## src/rtl/core/bta_pkg.sv

```systemverilog
// ----------------------------------------------------------------------------
// bta_pkg
// Types, codes and helpers shared by the boundary-tag allocator modules.
// ----------------------------------------------------------------------------
package bta_pkg;

  localparam int unsigned HEAP_UNITS      = 1024;
  localparam int unsigned ALIGN_BYTES     = 8;
  localparam int unsigned MIN_BLOCK_BYTES = 32;
  localparam int unsigned TAG_BYTES       = 8;
  localparam int unsigned META_BYTES      = 8;

  localparam int unsigned UNIT_SHIFT = $clog2(ALIGN_BYTES);
  localparam int unsigned SLOT_W     = $clog2(HEAP_UNITS);
  localparam int unsigned TAG_W      = 12;
  localparam int unsigned FIELD_W    = 13;
  localparam int unsigned CFG_W      = 14;
  localparam int unsigned POS_W      = 13;
  localparam int unsigned END_W      = SLOT_W + 1;
  localparam int unsigned STEP_W     = SLOT_W + 1;
  localparam int unsigned OLD_W      = TAG_W - 1;

  localparam logic [POS_W-1:0]  META_UNITS = POS_W'(META_BYTES / ALIGN_BYTES);
  localparam logic [POS_W-1:0]  MIN_UNITS  = POS_W'(MIN_BLOCK_BYTES / ALIGN_BYTES);
  localparam logic [POS_W-1:0]  TAG_UNITS  = POS_W'(TAG_BYTES / ALIGN_BYTES);
  localparam logic [END_W-1:0]  MIN_HEAP_UNITS =
    END_W'((META_BYTES + MIN_BLOCK_BYTES) / ALIGN_BYTES);
  localparam logic [CFG_W-1:0]  HEAP_BYTES_MAX = CFG_W'(HEAP_UNITS * ALIGN_BYTES);
  localparam logic [CFG_W-1:0]  HEAP_BYTES_RST = 14'd8192;
  localparam logic [STEP_W-1:0] STEP_LIMIT = STEP_W'(HEAP_UNITS);

  typedef enum logic [1:0] {
    MODE_INIT    = 2'd0,
    MODE_ALLOC   = 2'd1,
    MODE_FREE    = 2'd2,
    MODE_REALLOC = 2'd3
  } mode_e;

  typedef enum logic [1:0] {
    ST_OK   = 2'd0,
    ST_FAIL = 2'd1,
    ST_NONE = 2'd2
  } status_e;

  typedef struct packed {
    mode_e              mode;
    logic [FIELD_W-1:0] request_bytes;
    logic [FIELD_W-1:0] block_offset;
  } in_t;

  typedef struct packed {
    status_e            status;
    logic [FIELD_W-1:0] result_offset;
    logic               move_needed;
    logic [FIELD_W-1:0] copy_bytes;
  } out_t;

  typedef struct packed {
    logic              re;
    logic [SLOT_W-1:0] raddr;
    logic              we;
    logic [SLOT_W-1:0] waddr;
    logic [TAG_W-1:0]  wdata;
  } mem_req_t;

  typedef enum logic [4:0] {
    S_IDLE, S_START, S_AL_CHK, S_AL_USE, S_AL_DONE, S_CLAIM, S_CLAIM_REST,
    S_PT_HEAD, S_PT_FOOT, S_FR_RD, S_FR_SZ, S_FR_NX, S_FR_NXD, S_FR_PV,
    S_FR_PVD, S_FR_PPD, S_FR_MG, S_FR_MGD, S_RE_RD, S_RE_SZ, S_RE_NXD,
    S_RE_DEC, S_RE_PVD, S_RE_PPD, S_RE_FB, S_DONE
  } state_e;

  function automatic logic [POS_W-1:0] need_units(logic [FIELD_W-1:0] n);
    logic [FIELD_W:0] t;
    t = {1'b0, n} + (FIELD_W+1)'(2 * TAG_BYTES + ALIGN_BYTES - 1);
    return POS_W'(t >> UNIT_SHIFT);
  endfunction

  function automatic logic [FIELD_W-1:0] unit_to_byte(logic [POS_W-1:0] p);
    return {p[FIELD_W-UNIT_SHIFT-1:0], {UNIT_SHIFT{1'b0}}};
  endfunction

endpackage

```

## src/rtl/core/bta_ctrl.sv

```systemverilog
// ----------------------------------------------------------------------------
// bta_ctrl
// Request sequencer: walks and rewrites boundary tags in the tag RAM.
// ----------------------------------------------------------------------------
module bta_ctrl (
  input  logic                          clk_i,
  input  logic                          rst_ni,
  input  logic                          in_valid_i,
  input  bta_pkg::in_t                  in_data_i,
  output logic                          idle_o,
  input  logic [bta_pkg::CFG_W-1:0]     heap_bytes_i,
  output logic                          res_valid_o,
  input  logic                          res_take_i,
  output bta_pkg::out_t                 res_o,
  output bta_pkg::mem_req_t             mem_req_o,
  input  logic [bta_pkg::TAG_W-1:0]     mem_rdata_i
);
  import bta_pkg::*;

  state_e state_q, state_d, pt_ret_q, pt_ret_d, cl_ret_q, cl_ret_d;
  mode_e  mode_q, mode_d;
  status_e status_q, status_d;
  logic [FIELD_W-1:0] n_q, n_d, off_q, off_d, res_q, res_d, copy_q, copy_d;
  logic               ready_q, ready_d, move_q, move_d, nx_q, nx_d, fb_q, fb_d;
  logic               pt_used_q, pt_used_d;
  logic [END_W-1:0]   heap_end_q, heap_end_d;
  logic [STEP_W-1:0]  steps_q, steps_d;
  logic [OLD_W-1:0]   old_q, old_d;
  logic [POS_W-1:0]   hp_q, hp_d, cur_q, cur_d, pp_q, pp_d, b_q, b_d;
  logic [POS_W-1:0]   sz_q, sz_d, nsz_q, nsz_d, bs_q, bs_d, req_q, req_d;
  logic [POS_W-1:0]   pt_pos_q, pt_pos_d, pt_size_q, pt_size_d;
  logic [POS_W-1:0]   cl_pos_q, cl_pos_d, cl_avail_q, cl_avail_d, cl_req_q, cl_req_d;

  logic [POS_W-1:0]   rd_size, hdr_pos, heap_end_x, total, pt_foot;
  logic               rd_used, hdr_ok;
  logic [CFG_W-1:0]   hb_cap;
  logic [END_W-1:0]   init_units;
  logic [CFG_W-1:0]   old_bytes;

  assign rd_size    = POS_W'(mem_rdata_i[TAG_W-1:1]);
  assign rd_used    = mem_rdata_i[0];
  assign heap_end_x = POS_W'(heap_end_q);
  assign hdr_pos    = POS_W'(off_q[FIELD_W-1:UNIT_SHIFT]) - TAG_UNITS;
  assign hdr_ok     = (off_q[UNIT_SHIFT-1:0] == '0) &&
                      (POS_W'(off_q[FIELD_W-1:UNIT_SHIFT]) >= META_UNITS + TAG_UNITS) &&
                      (hdr_pos < heap_end_x);
  assign hb_cap     = (heap_bytes_i > HEAP_BYTES_MAX) ? HEAP_BYTES_MAX : heap_bytes_i;
  assign init_units = END_W'(hb_cap >> UNIT_SHIFT);
  assign total      = sz_q + rd_size + nsz_q;
  assign pt_foot    = pt_pos_q + pt_size_q - TAG_UNITS;
  assign old_bytes  = {old_q, {UNIT_SHIFT{1'b0}}};

  always_comb begin
    state_d    = state_q;
    pt_ret_d   = pt_ret_q;
    cl_ret_d   = cl_ret_q;
    mode_d     = mode_q;
    status_d   = status_q;
    n_d        = n_q;
    off_d      = off_q;
    res_d      = res_q;
    copy_d     = copy_q;
    ready_d    = ready_q;
    move_d     = move_q;
    nx_d       = nx_q;
    fb_d       = fb_q;
    pt_used_d  = pt_used_q;
    heap_end_d = heap_end_q;
    steps_d    = steps_q;
    old_d      = old_q;
    hp_d       = hp_q;
    cur_d      = cur_q;
    pp_d       = pp_q;
    b_d        = b_q;
    sz_d       = sz_q;
    nsz_d      = nsz_q;
    bs_d       = bs_q;
    req_d      = req_q;
    pt_pos_d   = pt_pos_q;
    pt_size_d  = pt_size_q;
    cl_pos_d   = cl_pos_q;
    cl_avail_d = cl_avail_q;
    cl_req_d   = cl_req_q;
    mem_req_o  = '0;
    idle_o     = 1'b0;
    res_valid_o = 1'b0;

    unique case (state_q)
      S_IDLE: begin
        idle_o = 1'b1;
        if (in_valid_i) begin
          mode_d  = in_data_i.mode;
          n_d     = in_data_i.request_bytes;
          off_d   = in_data_i.block_offset;
          state_d = S_START;
        end
      end
      S_START: begin
        res_d    = '0;
        move_d   = 1'b0;
        copy_d   = '0;
        fb_d     = 1'b0;
        status_d = ST_FAIL;
        state_d  = S_DONE;
        if (mode_q == MODE_INIT) begin
          if (init_units < MIN_HEAP_UNITS) begin
            ready_d = 1'b0;
          end else begin
            heap_end_d = init_units;
            ready_d    = 1'b1;
            status_d   = ST_OK;
            pt_pos_d   = META_UNITS;
            pt_size_d  = POS_W'(init_units) - META_UNITS;
            pt_used_d  = 1'b0;
            pt_ret_d   = S_DONE;
            state_d    = S_PT_HEAD;
          end
        end else if (!ready_q) begin
          status_d = ST_FAIL;
        end else if (mode_q == MODE_ALLOC || (mode_q == MODE_REALLOC && off_q == '0)) begin
          if (n_q != '0) begin
            req_d   = need_units(n_q);
            cur_d   = META_UNITS;
            steps_d = '0;
            state_d = S_AL_CHK;
          end
        end else if (mode_q == MODE_FREE || n_q == '0) begin
          status_d = ST_NONE;
          if (off_q != '0 && hdr_ok) begin
            hp_d    = hdr_pos;
            state_d = S_FR_RD;
          end
        end else if (hdr_ok) begin
          hp_d    = hdr_pos;
          req_d   = need_units(n_q);
          state_d = S_RE_RD;
        end
      end
      S_AL_CHK: begin
        if (cur_q < heap_end_x && steps_q <= STEP_LIMIT) begin
          mem_req_o.re    = 1'b1;
          mem_req_o.raddr = cur_q[SLOT_W-1:0];
          state_d         = S_AL_USE;
        end else begin
          status_d = ST_FAIL;
          state_d  = S_DONE;
        end
      end
      S_AL_USE: begin
        if (rd_size == '0) begin
          status_d = ST_FAIL;
          state_d  = S_DONE;
        end else if (!rd_used && rd_size >= req_q) begin
          cl_pos_d   = cur_q;
          cl_avail_d = rd_size;
          cl_req_d   = req_q;
          cl_ret_d   = S_AL_DONE;
          state_d    = S_CLAIM;
        end else begin
          cur_d   = cur_q + rd_size;
          steps_d = steps_q + STEP_W'(1);
          state_d = S_AL_CHK;
        end
      end
      S_AL_DONE: begin
        status_d = ST_OK;
        res_d    = unit_to_byte(cur_q + TAG_UNITS);
        state_d  = S_DONE;
        if (fb_q) begin
          move_d  = 1'b1;
          copy_d  = (old_bytes < {1'b0, n_q}) ? old_bytes[FIELD_W-1:0] : n_q;
          state_d = S_FR_RD;
        end
      end
      S_CLAIM: begin
        pt_pos_d  = cl_pos_q;
        pt_used_d = 1'b1;
        state_d   = S_PT_HEAD;
        if (cl_avail_q - cl_req_q >= MIN_UNITS) begin
          pt_size_d = cl_req_q;
          pt_ret_d  = S_CLAIM_REST;
        end else begin
          pt_size_d = cl_avail_q;
          pt_ret_d  = cl_ret_q;
        end
      end
      S_CLAIM_REST: begin
        pt_pos_d  = cl_pos_q + cl_req_q;
        pt_size_d = cl_avail_q - cl_req_q;
        pt_used_d = 1'b0;
        pt_ret_d  = cl_ret_q;
        state_d   = S_PT_HEAD;
      end
      S_PT_HEAD: begin
        mem_req_o.we    = 1'b1;
        mem_req_o.waddr = pt_pos_q[SLOT_W-1:0];
        mem_req_o.wdata = {pt_size_q[TAG_W-2:0], pt_used_q};
        state_d         = S_PT_FOOT;
      end
      S_PT_FOOT: begin
        mem_req_o.we    = 1'b1;
        mem_req_o.waddr = pt_foot[SLOT_W-1:0];
        mem_req_o.wdata = {pt_size_q[TAG_W-2:0], pt_used_q};
        state_d         = pt_ret_q;
      end
      S_FR_RD: begin
        mem_req_o.re    = 1'b1;
        mem_req_o.raddr = hp_q[SLOT_W-1:0];
        state_d         = S_FR_SZ;
      end
      S_FR_SZ: begin
        sz_d      = rd_size;
        b_d       = hp_q;
        bs_d      = rd_size;
        pt_pos_d  = hp_q;
        pt_size_d = rd_size;
        pt_used_d = 1'b0;
        pt_ret_d  = S_FR_NX;
        state_d   = S_PT_HEAD;
      end
      S_FR_NX: begin
        nx_d    = 1'b0;
        state_d = S_FR_PV;
        if (sz_q != '0 && hp_q + sz_q < heap_end_x) begin
          mem_req_o.re    = 1'b1;
          mem_req_o.raddr = SLOT_W'(hp_q + sz_q);
          state_d         = S_FR_NXD;
        end
      end
      S_FR_NXD: begin
        nx_d    = !rd_used;
        state_d = S_FR_PV;
      end
      S_FR_PV: begin
        state_d = S_FR_MG;
        if (hp_q > META_UNITS) begin
          mem_req_o.re    = 1'b1;
          mem_req_o.raddr = SLOT_W'(hp_q - TAG_UNITS);
          state_d         = S_FR_PVD;
        end
      end
      S_FR_PVD: begin
        state_d = S_FR_MG;
        if (!(rd_size == '0 || rd_size > hp_q - META_UNITS)) begin
          pp_d            = hp_q - rd_size;
          mem_req_o.re    = 1'b1;
          mem_req_o.raddr = SLOT_W'(hp_q - rd_size);
          state_d         = S_FR_PPD;
        end
      end
      S_FR_PPD: begin
        state_d = S_FR_MG;
        if (!rd_used) begin
          b_d       = pp_q;
          bs_d      = rd_size + sz_q;
          pt_pos_d  = pp_q;
          pt_size_d = rd_size + sz_q;
          pt_used_d = 1'b0;
          pt_ret_d  = S_FR_MG;
          state_d   = S_PT_HEAD;
        end
      end
      S_FR_MG: begin
        state_d = S_DONE;
        if (nx_q) begin
          mem_req_o.re    = 1'b1;
          mem_req_o.raddr = SLOT_W'(hp_q + sz_q);
          state_d         = S_FR_MGD;
        end
      end
      S_FR_MGD: begin
        pt_pos_d  = b_q;
        pt_size_d = bs_q + rd_size;
        pt_used_d = 1'b0;
        pt_ret_d  = S_DONE;
        state_d   = S_PT_HEAD;
      end
      S_RE_RD: begin
        mem_req_o.re    = 1'b1;
        mem_req_o.raddr = hp_q[SLOT_W-1:0];
        state_d         = S_RE_SZ;
      end
      S_RE_SZ: begin
        sz_d    = rd_size;
        old_d   = (rd_size >= 2 * TAG_UNITS) ? OLD_W'(rd_size - 2 * TAG_UNITS) : '0;
        nx_d    = 1'b0;
        nsz_d   = '0;
        state_d = S_RE_DEC;
        if (rd_size != '0 && hp_q + rd_size < heap_end_x) begin
          mem_req_o.re    = 1'b1;
          mem_req_o.raddr = SLOT_W'(hp_q + rd_size);
          state_d         = S_RE_NXD;
        end
      end
      S_RE_NXD: begin
        nx_d    = !rd_used;
        nsz_d   = rd_used ? '0 : rd_size;
        state_d = S_RE_DEC;
      end
      S_RE_DEC: begin
        cl_pos_d = hp_q;
        cl_req_d = req_q;
        cl_ret_d = S_DONE;
        if (req_q <= sz_q) begin
          cl_avail_d = sz_q;
          status_d   = ST_OK;
          res_d      = off_q;
          state_d    = S_CLAIM;
        end else if (nx_q && sz_q + nsz_q >= req_q) begin
          cl_avail_d = sz_q + nsz_q;
          status_d   = ST_OK;
          res_d      = off_q;
          state_d    = S_CLAIM;
        end else if (hp_q > META_UNITS) begin
          mem_req_o.re    = 1'b1;
          mem_req_o.raddr = SLOT_W'(hp_q - TAG_UNITS);
          state_d         = S_RE_PVD;
        end else begin
          state_d = S_RE_FB;
        end
      end
      S_RE_PVD: begin
        state_d = S_RE_FB;
        if (!(rd_size == '0 || rd_size > hp_q - META_UNITS)) begin
          pp_d            = hp_q - rd_size;
          mem_req_o.re    = 1'b1;
          mem_req_o.raddr = SLOT_W'(hp_q - rd_size);
          state_d         = S_RE_PPD;
        end
      end
      S_RE_PPD: begin
        state_d = S_RE_FB;
        if (!rd_used && total >= req_q) begin
          cl_pos_d   = pp_q;
          cl_avail_d = total;
          cl_req_d   = req_q;
          cl_ret_d   = S_DONE;
          status_d   = ST_OK;
          res_d      = unit_to_byte(pp_q + TAG_UNITS);
          move_d     = 1'b1;
          copy_d     = old_bytes[FIELD_W-1:0];
          state_d    = S_CLAIM;
        end
      end
      S_RE_FB: begin
        fb_d    = 1'b1;
        cur_d   = META_UNITS;
        steps_d = '0;
        state_d = S_AL_CHK;
      end
      S_DONE: begin
        res_valid_o = 1'b1;
        if (res_take_i) begin
          state_d = S_IDLE;
        end
      end
      default: begin
        state_d = S_IDLE;
      end
    endcase
  end

  assign res_o.status        = status_q;
  assign res_o.result_offset = res_q;
  assign res_o.move_needed   = move_q;
  assign res_o.copy_bytes    = copy_q;

  always_ff @(posedge clk_i or negedge rst_ni) begin
    if (!rst_ni) begin
      state_q    <= S_IDLE;
      ready_q    <= 1'b0;
      heap_end_q <= '0;
    end else begin
      state_q    <= state_d;
      ready_q    <= ready_d;
      heap_end_q <= heap_end_d;
    end
  end

  always_ff @(posedge clk_i) begin
    pt_ret_q   <= pt_ret_d;
    cl_ret_q   <= cl_ret_d;
    mode_q     <= mode_d;
    status_q   <= status_d;
    n_q        <= n_d;
    off_q      <= off_d;
    res_q      <= res_d;
    copy_q     <= copy_d;
    move_q     <= move_d;
    nx_q       <= nx_d;
    fb_q       <= fb_d;
    pt_used_q  <= pt_used_d;
    steps_q    <= steps_d;
    old_q      <= old_d;
    hp_q       <= hp_d;
    cur_q      <= cur_d;
    pp_q       <= pp_d;
    b_q        <= b_d;
    sz_q       <= sz_d;
    nsz_q      <= nsz_d;
    bs_q       <= bs_d;
    req_q      <= req_d;
    pt_pos_q   <= pt_pos_d;
    pt_size_q  <= pt_size_d;
    cl_pos_q   <= cl_pos_d;
    cl_avail_q <= cl_avail_d;
    cl_req_q   <= cl_req_d;
  end

endmodule

```

## config.mk

```make
export PLATFORM = sky130hd
export DESIGN_NAME = bta_ctrl
export DESIGN_NICKNAME = d
export VERILOG_FILES = /design/src/rtl/core/bta_pkg.sv /design/src/rtl/core/bta_ctrl.sv
export SDC_FILE = /design/constraint.sdc
export NUM_CORES = 1
export LEC_CHECK = 0
export BUFFER_PORTS_ARGS = -buffer_cell sky130_fd_sc_hd__buf_4
export CORE_MARGIN = 4
export CORE_UTILIZATION = 48
export CTS_BUF_LIST = sky130_fd_sc_hd__clkbuf_16
export DETAILED_ROUTE_END_ITERATION = 16
export PLACE_DENSITY = 0.69
export SKIP_LAST_GASP = 1
export SYNTH_ARGS = -nofsm -noshare
export SYNTH_HDL_FRONTEND = slang
export SYNTH_SLANG_ARGS = --single-unit
```

## constraint.sdc

```tcl
create_clock -name clk_i -period 7.3 [get_ports clk_i]
set_input_delay 1.095 -clock clk_i [delete_from_list [all_inputs] [get_ports clk_i]]
set_output_delay 1.095 -clock clk_i [all_outputs]
set_load 0.03 [all_outputs]
```

==> metrics.csv, run 1 <==
stage,metric,value,unit
clock_tree,path_clk_slew,0.06,ns
clock_tree,cts_tree,yes,
placement,portBuffers,122,
route,dr.pass1.iters,6,
clock_tree,root_buffer,clkbuf_16,
timing,holdWs,0.377,ns
worst_setup_path,cp-start-kind,register,
synth,synth_top_area_share,34.2,%
floorplanning,die_y,214,um
floorplanning,io_pins,123,
worst_setup_path,crit_path_cell_trace,ha_1 -> fa_1 -> a21o_1 -> a21oi_1 -> o21bai_1 -> a2111oi_0 -> o31ai_1 -> a21oi_1 -> xnor2_1 -> ha_1 -> a211o_1 -> a221oi_1 -> o221ai_1 -> a211oi_2 -> a21oi_2 -> o221ai_1 -> a221o_1 -> buf_4,
clock_tree,cts-buffers-inserted,30,
timing,worst_pin_slew,1.18,ns
synth,async_flop_share,6.85,%
global_routing,grt_use_total,31.3,%
worst_setup_path,rr_worst_depth,21,
worst_setup_path,crit_buf_inv,1,
synth,synth-seq-cells,248,
route,drc_errors,0,
route,ant_nets,0,
placement,gp_congestion,1.05,
floorplanning,die_w,214,um
route,drt-initial-drc-count,2031,
route,wl,73200,um
final_layout,regArea,0.00736,mm^2
worst_setup_path,critPathMaxStageDelay,0.64,ns
floorplanning,rows,75,
worst_setup_path,critPathLaunch,sz_q[0],
synth,syn-cell-area,0.0203,mm^2
synth,synth_top_area_cell,edfxtp_1,
worst_setup_path,criticalPathCategory,reg -> out,
synth,synth_cell_types,87,
timing,fmax,141,MHz
run_status,status,"complete, no violations",
hold_path,worstHoldPathType,in -> async,
timing,drv_slew,0,
global_routing,overflow,0,
timing,layout_setup_ws,0.185,ns
final_layout,n_fill_cell,3723,
worst_setup_path,crit_path_end_kind,output port,
synth,postSynthCellCount,2144,
placement,post_dp_cell_area,0.0219,mm^2
worst_setup_path,cpMaxStageDelayCell,a2111oi_0,
worst_setup_path,worstReg2RegEnd,cl_avail_q[12],
synth,synth_edf_count,231,
pwr,ir_worst_vdd,0.228,mV
timing,min_period,7.11,ns
synth,syn-mean-instance-area,9.46,um^2
job,drv_cap,0,
timing,hold_viol,0,
final_layout,multi_input_area,0.0121,mm^2
route,vias,18100,
pwr,p_per_area,349,mW/mm^2
synth,ys_top_cells_by_area,"edfxtp_1 (34%), ha_1 (15%), xnor2_1 (3.8%)",
clock_tree,clk_latency,0.59,ns
floorplanning,fp.dieArea,0.0456,mm^2
timing,period_share,97.5,%
worst_setup_path,reg2reg_from,sz_q[1],
final_layout,mostFrequentLayoutCells,"ha_1 (240), edfxtp_1 (231), nand2_1 (183), inv_1 (168), buf_4 (155)",
worst_setup_path,r2r_slack,1.33,ns
global_routing,antenna_found_initial,1,
synth,syn_nets,2453,
clock_tree,cts_sinks,248,
global_routing,grt_pass1_wl,108000,um
worst_setup_path,cp_max_fo,10,
timing,setup_viol,0,
final_layout,drive_gt1_share,10.3,%
clock_tree,h-tree-depth,1,
pwr,power.leakage,9.50,nW
final_layout,final_common_cell,ha_1,
global_routing,grt_max_degree,36,
worst_setup_path,arrival,6.02,ns
final_layout,final_area,0.0229,mm^2
final_layout,syn2layout_area_growth,12.8,%
route,viasPerCell,6.42,
final_layout,diodes,0,
final_layout,fin_cells,2826,
synth,synth_ff_type,edfxtp_1,
floorplanning,initial_core_util,48.5,%
placement,dp_slack,0.595,ns
synth,synth_seq_area_share,36.3,%
placement,dp_hpwl,56900,um
global_routing,grt_pass1_vias,17400,
floorplanning,coreArea,0.0419,mm^2
synth,yosysWarningCount,0,
final_layout,final_nets,2573,
timing,slew_headroom,20.9,%
clock_tree,cts_buffer_depth,3,
worst_setup_path,critPathTopFamily,compound AO/OA/AOI/OAI gates,
timing,clock_skew,0.0269,ns
route,post_drt_wl_per_cell,25.9,um
placement,dp_cells,2771,
final_layout,finish.utilization,54.7,%
worst_setup_path,crit_required,6.20,ns
-- synthesized netlist by cell type (12+ instances only) --
library cell,n
mux2i_1,27
a21oi_1,110
and2_1,39
a221oi_1,12
nand4_1,15
o21a_1,25
a22oi_1,34
a211oi_1,21
xnor2_1,88
xor2_1,55
edfxtp_1,231
nor4_1,33
o21ai_0,119
nand3_1,43
ha_1,240
nor2b_1,27
or3_1,24
a21o_1,45
o221ai_1,18
nor3_1,55
nand2b_1,27
o211ai_1,18
dfrtp_1,17
nand2_1,183
o21bai_1,17
a22o_1,20
inv_1,164
a31oi_1,15
clkbuf_1,54
and3_1,15
nor2_1,150
-- logic make-up (layout without fill, tap and decap cells) --
group	count (synthesis)	count (layout)	synth area share [%]
AO/OA/AOI/OAI	574	574	19.5
XOR/XNOR	143	143	6.17
adder cells (fa/ha/maj)	251	251	15.9
buffers and inverters	233	376	4.37
flip-flops	248	248	36.3
multiplexers	31	31	1.55
AND/OR/NAND/NOR	664	664	16.2
-- worst reg2reg max path, cell delays in order, from the launching register on --
cell,delay [ns]
edfxtp_1,0.57
inv_1,0.21
fa_1,0.47
nor2b_1,0.19
o2111ai_1,0.17
nand3_1,0.13
nand2_1,0.07
xnor2_1,0.24
ha_1,0.35
a211oi_1,0.30
o2111ai_1,0.19
nand3_1,0.12
xnor2_1,0.09
ha_1,0.20
or3_1,0.35
or3_1,0.32
a211oi_1,0.24
nor2_1,0.08
nor4b_1,0.35
o31a_1,0.45
or2_1,0.28
nor2_1,0.29
-- layout make-up --
cell class | instances | share of cell area, %
Inverter | 166 | 2.72
Timing Repair Buffer | 155 | 5.09
Multi-Input combinational cell | 1663 | 52.8
Tap cell | 539 | 2.95
Sequential cell | 248 | 32.2
Clock inverter | 25 | 0.941
Clock buffer | 30 | 3.28
-- power by group --
part / internal, mW / total (mW) / switching, mW
Clock: 0.854 / 1.47 / 0.619
Combinational: 1.54 / 4.17 / 2.64
Sequential: 2.04 / 2.33 / 0.299
-- worst max-delay path by stage --
stage                     endpoint  cells past startpoint  slack [ns]
floorplan                 res_q[0]                     22        1.45
global route         mem_req_o[23]                     18       -0.02
finish               mem_req_o[23]                     18        0.19
CTS                  mem_req_o[23]                     18        0.02
global placement    cl_avail_q[10]                     23        0.71
detailed placement   cl_avail_q[6]                     23        0.59
-- timing repair --
| action | in CTS | in global routing |
|---|---|---|
| setup endpoints to repair | 0 | 11 |
| buffers inserted | 0 | 0 |
| hold buffers | 0 | 0 |
| resized for setup | 0 | 2 |
-- per-stage QoR --
step	TNS (ns)	power, mW
4_1_cts	0	7.90
2_1_floorplan	0	5.09
5_1_grt	-0.0335	8.45
3_5_place_dp	0	6.41
3_3_place_gp	0	6.32
6_report	0	7.98
-- flip-flops by register name (all words and copies together) (netlist names), 13 cells and up --
signal / count
cl_avail_q: 13
copy_q: 13
cur_q: 13
n_q: 13
off_q: 13
res_q: 13
-- metal layers --
metal	global-route usage [%]	share of wire (%)	vias up
li1	-	-	8234
met1	42.8	40	8609
met2	47.5	43	1066
met3	7.49	11	228
met4	13.7	5.5	2
met5	0	0.027	-
No activity file was read; power rests on OpenSTA's default activity.
==> inputs of run 2 (changes only) <==
--- a/config.mk
+++ b/config.mk
@@ -6,6 +6,7 @@
 export NUM_CORES = 1
 export LEC_CHECK = 0
 export BUFFER_PORTS_ARGS = -buffer_cell sky130_fd_sc_hd__buf_4
+export CORE_ASPECT_RATIO = 0.6
 export CORE_MARGIN = 4
 export CORE_UTILIZATION = 48
 export CTS_BUF_LIST = sky130_fd_sc_hd__clkbuf_16
==> constraint.sdc (replaced) <==
create_clock -name clk_i -period 7.4 [get_ports clk_i]
set_input_delay 1.11 -clock clk_i [delete_from_list [all_inputs] [get_ports clk_i]]
set_output_delay 1.11 -clock clk_i [all_outputs]
set_load 0.03 [all_outputs]
==> run 2 against run 1 <==
Sequential cell count unchanged. Sequential share of layout area grew 0.12 points. Clock skew fell by 0.0073 ns. Via count increased by 0.70%. Critical path type unchanged. Combinational power increased by 1%. Cell area fell by 0.38%. Die area rose by 0.24%.
==> metrics.csv, run 2 (synthesis results as in run 1) <==
stage,metric,value,unit,change
worst_setup_path,reg2reg_from,sz_q[0],,was sz_q[1]
clock_tree,cts_buffer_depth,3,,unchanged
pwr,power.leakage,9.42,nW,was 9.50 nW
final_layout,n_fill_cell,3781,,was 3723
worst_setup_path,critPathTopFamily,compound AO/OA/AOI/OAI gates,,unchanged
timing,slew_headroom,17.9,%,was 20.9%
placement,dp_slack,0.506,ns,was 0.595 ns
floorplanning,die_w,273,um,was 214 um
worst_setup_path,cp_max_fo,10,,unchanged
floorplanning,rows,58,,was 75
route,vias,18300,,was 18100
route,viasPerCell,6.43,,was 6.42
placement,dp_hpwl,58200,um,was 56900 um
pwr,ir_worst_vdd,0.290,mV,was 0.228 mV
route,drc_errors,0,,unchanged
final_layout,syn2layout_area_growth,12.4,%,was 12.8%
timing,fmax,141,MHz,
final_layout,final_common_cell,ha_1,,unchanged
worst_setup_path,critPathMaxStageDelay,0.53,ns,was 0.64 ns
worst_setup_path,crit_path_end_kind,output port,,unchanged
route,drt-initial-drc-count,2414,,was 2031
job,drv_cap,0,,unchanged
timing,setup_viol,0,,unchanged
timing,drv_slew,0,,unchanged
timing,clock_skew,0.0196,ns,was 0.0269 ns
route,post_drt_wl_per_cell,26.4,um,was 25.9 um
worst_setup_path,arrival,5.97,ns,was 6.02 ns
final_layout,drive_gt1_share,10.2,%,was 10.3%
clock_tree,h-tree-depth,1,,unchanged
worst_setup_path,criticalPathCategory,reg -> out,,unchanged
worst_setup_path,rr_worst_depth,23,,was 21
placement,gp_congestion,1.02,,was 1.05
timing,layout_setup_ws,0.324,ns,was 0.185 ns
clock_tree,cts-buffers-inserted,27,,was 30
final_layout,mostFrequentLayoutCells,"ha_1 (240), edfxtp_1 (231), nand2_1 (183), inv_1 (165), buf_4 (148)",,"was ha_1 (240), edfxtp_1 (231), nand2_1 (183), inv_1 (168), buf_4 (155)"
floorplanning,coreArea,0.0418,mm^2,was 0.0419 mm^2
floorplanning,fp.dieArea,0.0457,mm^2,was 0.0456 mm^2
floorplanning,initial_core_util,48.5,%,about the same
global_routing,antenna_found_initial,2,,was 1
worst_setup_path,crit_buf_inv,1,,unchanged
worst_setup_path,crit_path_cell_trace,ha_1 -> fa_1 -> a21o_1 -> a21oi_1 -> o21bai_1 -> a2111oi_1 -> o31ai_1 -> a21oi_1 -> xnor2_1 -> ha_1 -> a211o_1 -> a221oi_1 -> o221ai_2 -> a211oi_2 -> a21oi_2 -> o221ai_1 -> a2111o_1 -> buf_4,,was ha_1 -> fa_1 -> a21o_1 -> a21oi_1 -> o21bai_1 -> a2111oi_0 -> o31ai_1 -> a21oi_1 -> xnor2_1 -> ha_1 -> a211o_1 -> a221oi_1 -> o221ai_1 -> a211oi_2 -> a21oi_2 -> o221ai_1 -> a221o_1 -> buf_4
timing,min_period,7.08,ns,
placement,portBuffers,122,,unchanged
hold_path,worstHoldPathType,in -> async,,unchanged
final_layout,diodes,0,,unchanged
worst_setup_path,cpMaxStageDelayCell,a2111oi_1,,was a2111oi_0
floorplanning,io_pins,123,,unchanged
worst_setup_path,r2r_slack,1.25,ns,was 1.33 ns
clock_tree,path_clk_slew,0.07,ns,was 0.06 ns
placement,dp_cells,2795,,was 2771
timing,hold_viol,0,,unchanged
timing,worst_pin_slew,1.23,ns,was 1.18 ns
timing,period_share,95.6,%,
timing,rsz0062_at_grt,false,,
global_routing,grt_max_degree,38,,was 36
run_status,status,"complete, no violations",,unchanged
clock_tree,cts_tree,yes,,unchanged
worst_setup_path,cp-start-kind,register,,unchanged
pwr,p_per_area,347,mW/mm^2,was 349 mW/mm^2
clock_tree,clk_latency,0.58,ns,was 0.59 ns
global_routing,grt_pass1_wl,110000,um,was 108000 um
route,dr.pass1.iters,7,,was 6
pwr,total_power,7.91,mW,was 7.98 mW
route,wl,74900,um,was 73200 um
global_routing,grt_pass1_vias,17300,,was 17400
final_layout,final_nets,2563,,was 2573
clock_tree,root_buffer,clkbuf_16,,unchanged
clock_tree,cts-hold-fix-buffers,0,,unchanged
worst_setup_path,worstReg2RegEnd,cl_avail_q[10],,was cl_avail_q[12]
worst_setup_path,crit_required,6.29,ns,was 6.20 ns
route,ant_nets,0,,unchanged
clock_tree,cts_sinks,248,,unchanged
final_layout,fin_cells,2842,,was 2826
timing,setup_tns,0,ns,unchanged
global_routing,overflow,0,,unchanged
global_routing,grt_use_total,31.9,%,was 31.3%
floorplanning,die_y,167,um,was 214 um
run 2: repair_timing:
action                                  CTS  global route
buffers inserted                          0             0
resized for setup                         2             3
endpoints found under the hold margin     0             0
endpoints found under the setup margin   10            11
pin swaps                                 0             0
run 2: worst max-delay path by stage:
stage / start / endpoint / slack, ns / cells past startpoint
floorplan: mem_rdata_i[1] / res_q[0] / 1.54 / 22
global placement: sz_q[0] / mem_req_o[23] / 0.63 / 18
detailed placement: sz_q[0] / mem_req_o[24] / 0.51 / 18
CTS: sz_q[0] / mem_req_o[32] / 0.19 / 18
global route: sz_q[0] / mem_req_o[24] / 0.05 / 18
finish: sz_q[0] / mem_req_o[32] / 0.32 / 18
run 2: final cells by class:
type	instances	area [um^2]	share of cell area [%]
clock buffer	27	676	2.96
sequential	248	7360	32.3
tap	570	713	3.13
inverter	166	623	2.73
timing repair buffer	148	1110	4.87
multi-input combinational	1663	12100	53.1
clock inverter	20	205	0.900
run 2: stage by stage:
step | utilization (%) | hold slack (ns) | instance area (um^2)
floorplan | - | 0.450 | 20300
global placement | 52.4 | 0.471 | 21900
detailed placement | 52.4 | 0.474 | 21900
CTS | 54.5 | 0.391 | 22800
global route | 54.5 | 0.405 | 22800
finish | 54.5 | 0.400 | 22800
run 2: power breakdown:
part / total [mW] / internal [mW] / switching [mW] / leakage (nW)
Combinational: 4.21 / 1.52 / 2.70 / 6.65
Clock: 1.41 / 0.777 / 0.628 / 0.435
Sequential: 2.29 / 2.01 / 0.283 / 2.34
Total: 7.91 / 4.31 / 3.61 / 9.42
run 2: routing by layer:
metal | up-vias | track usage (%) | wire (um)
met2 | 1155 | 44.3 | 29200
met4 | 4 | 8.97 | 2740
li1 | 8221 | - | -
met3 | 187 | 10.2 | 10300
met5 | - | 0 | 45
met1 | 8699 | 47.5 | 32700
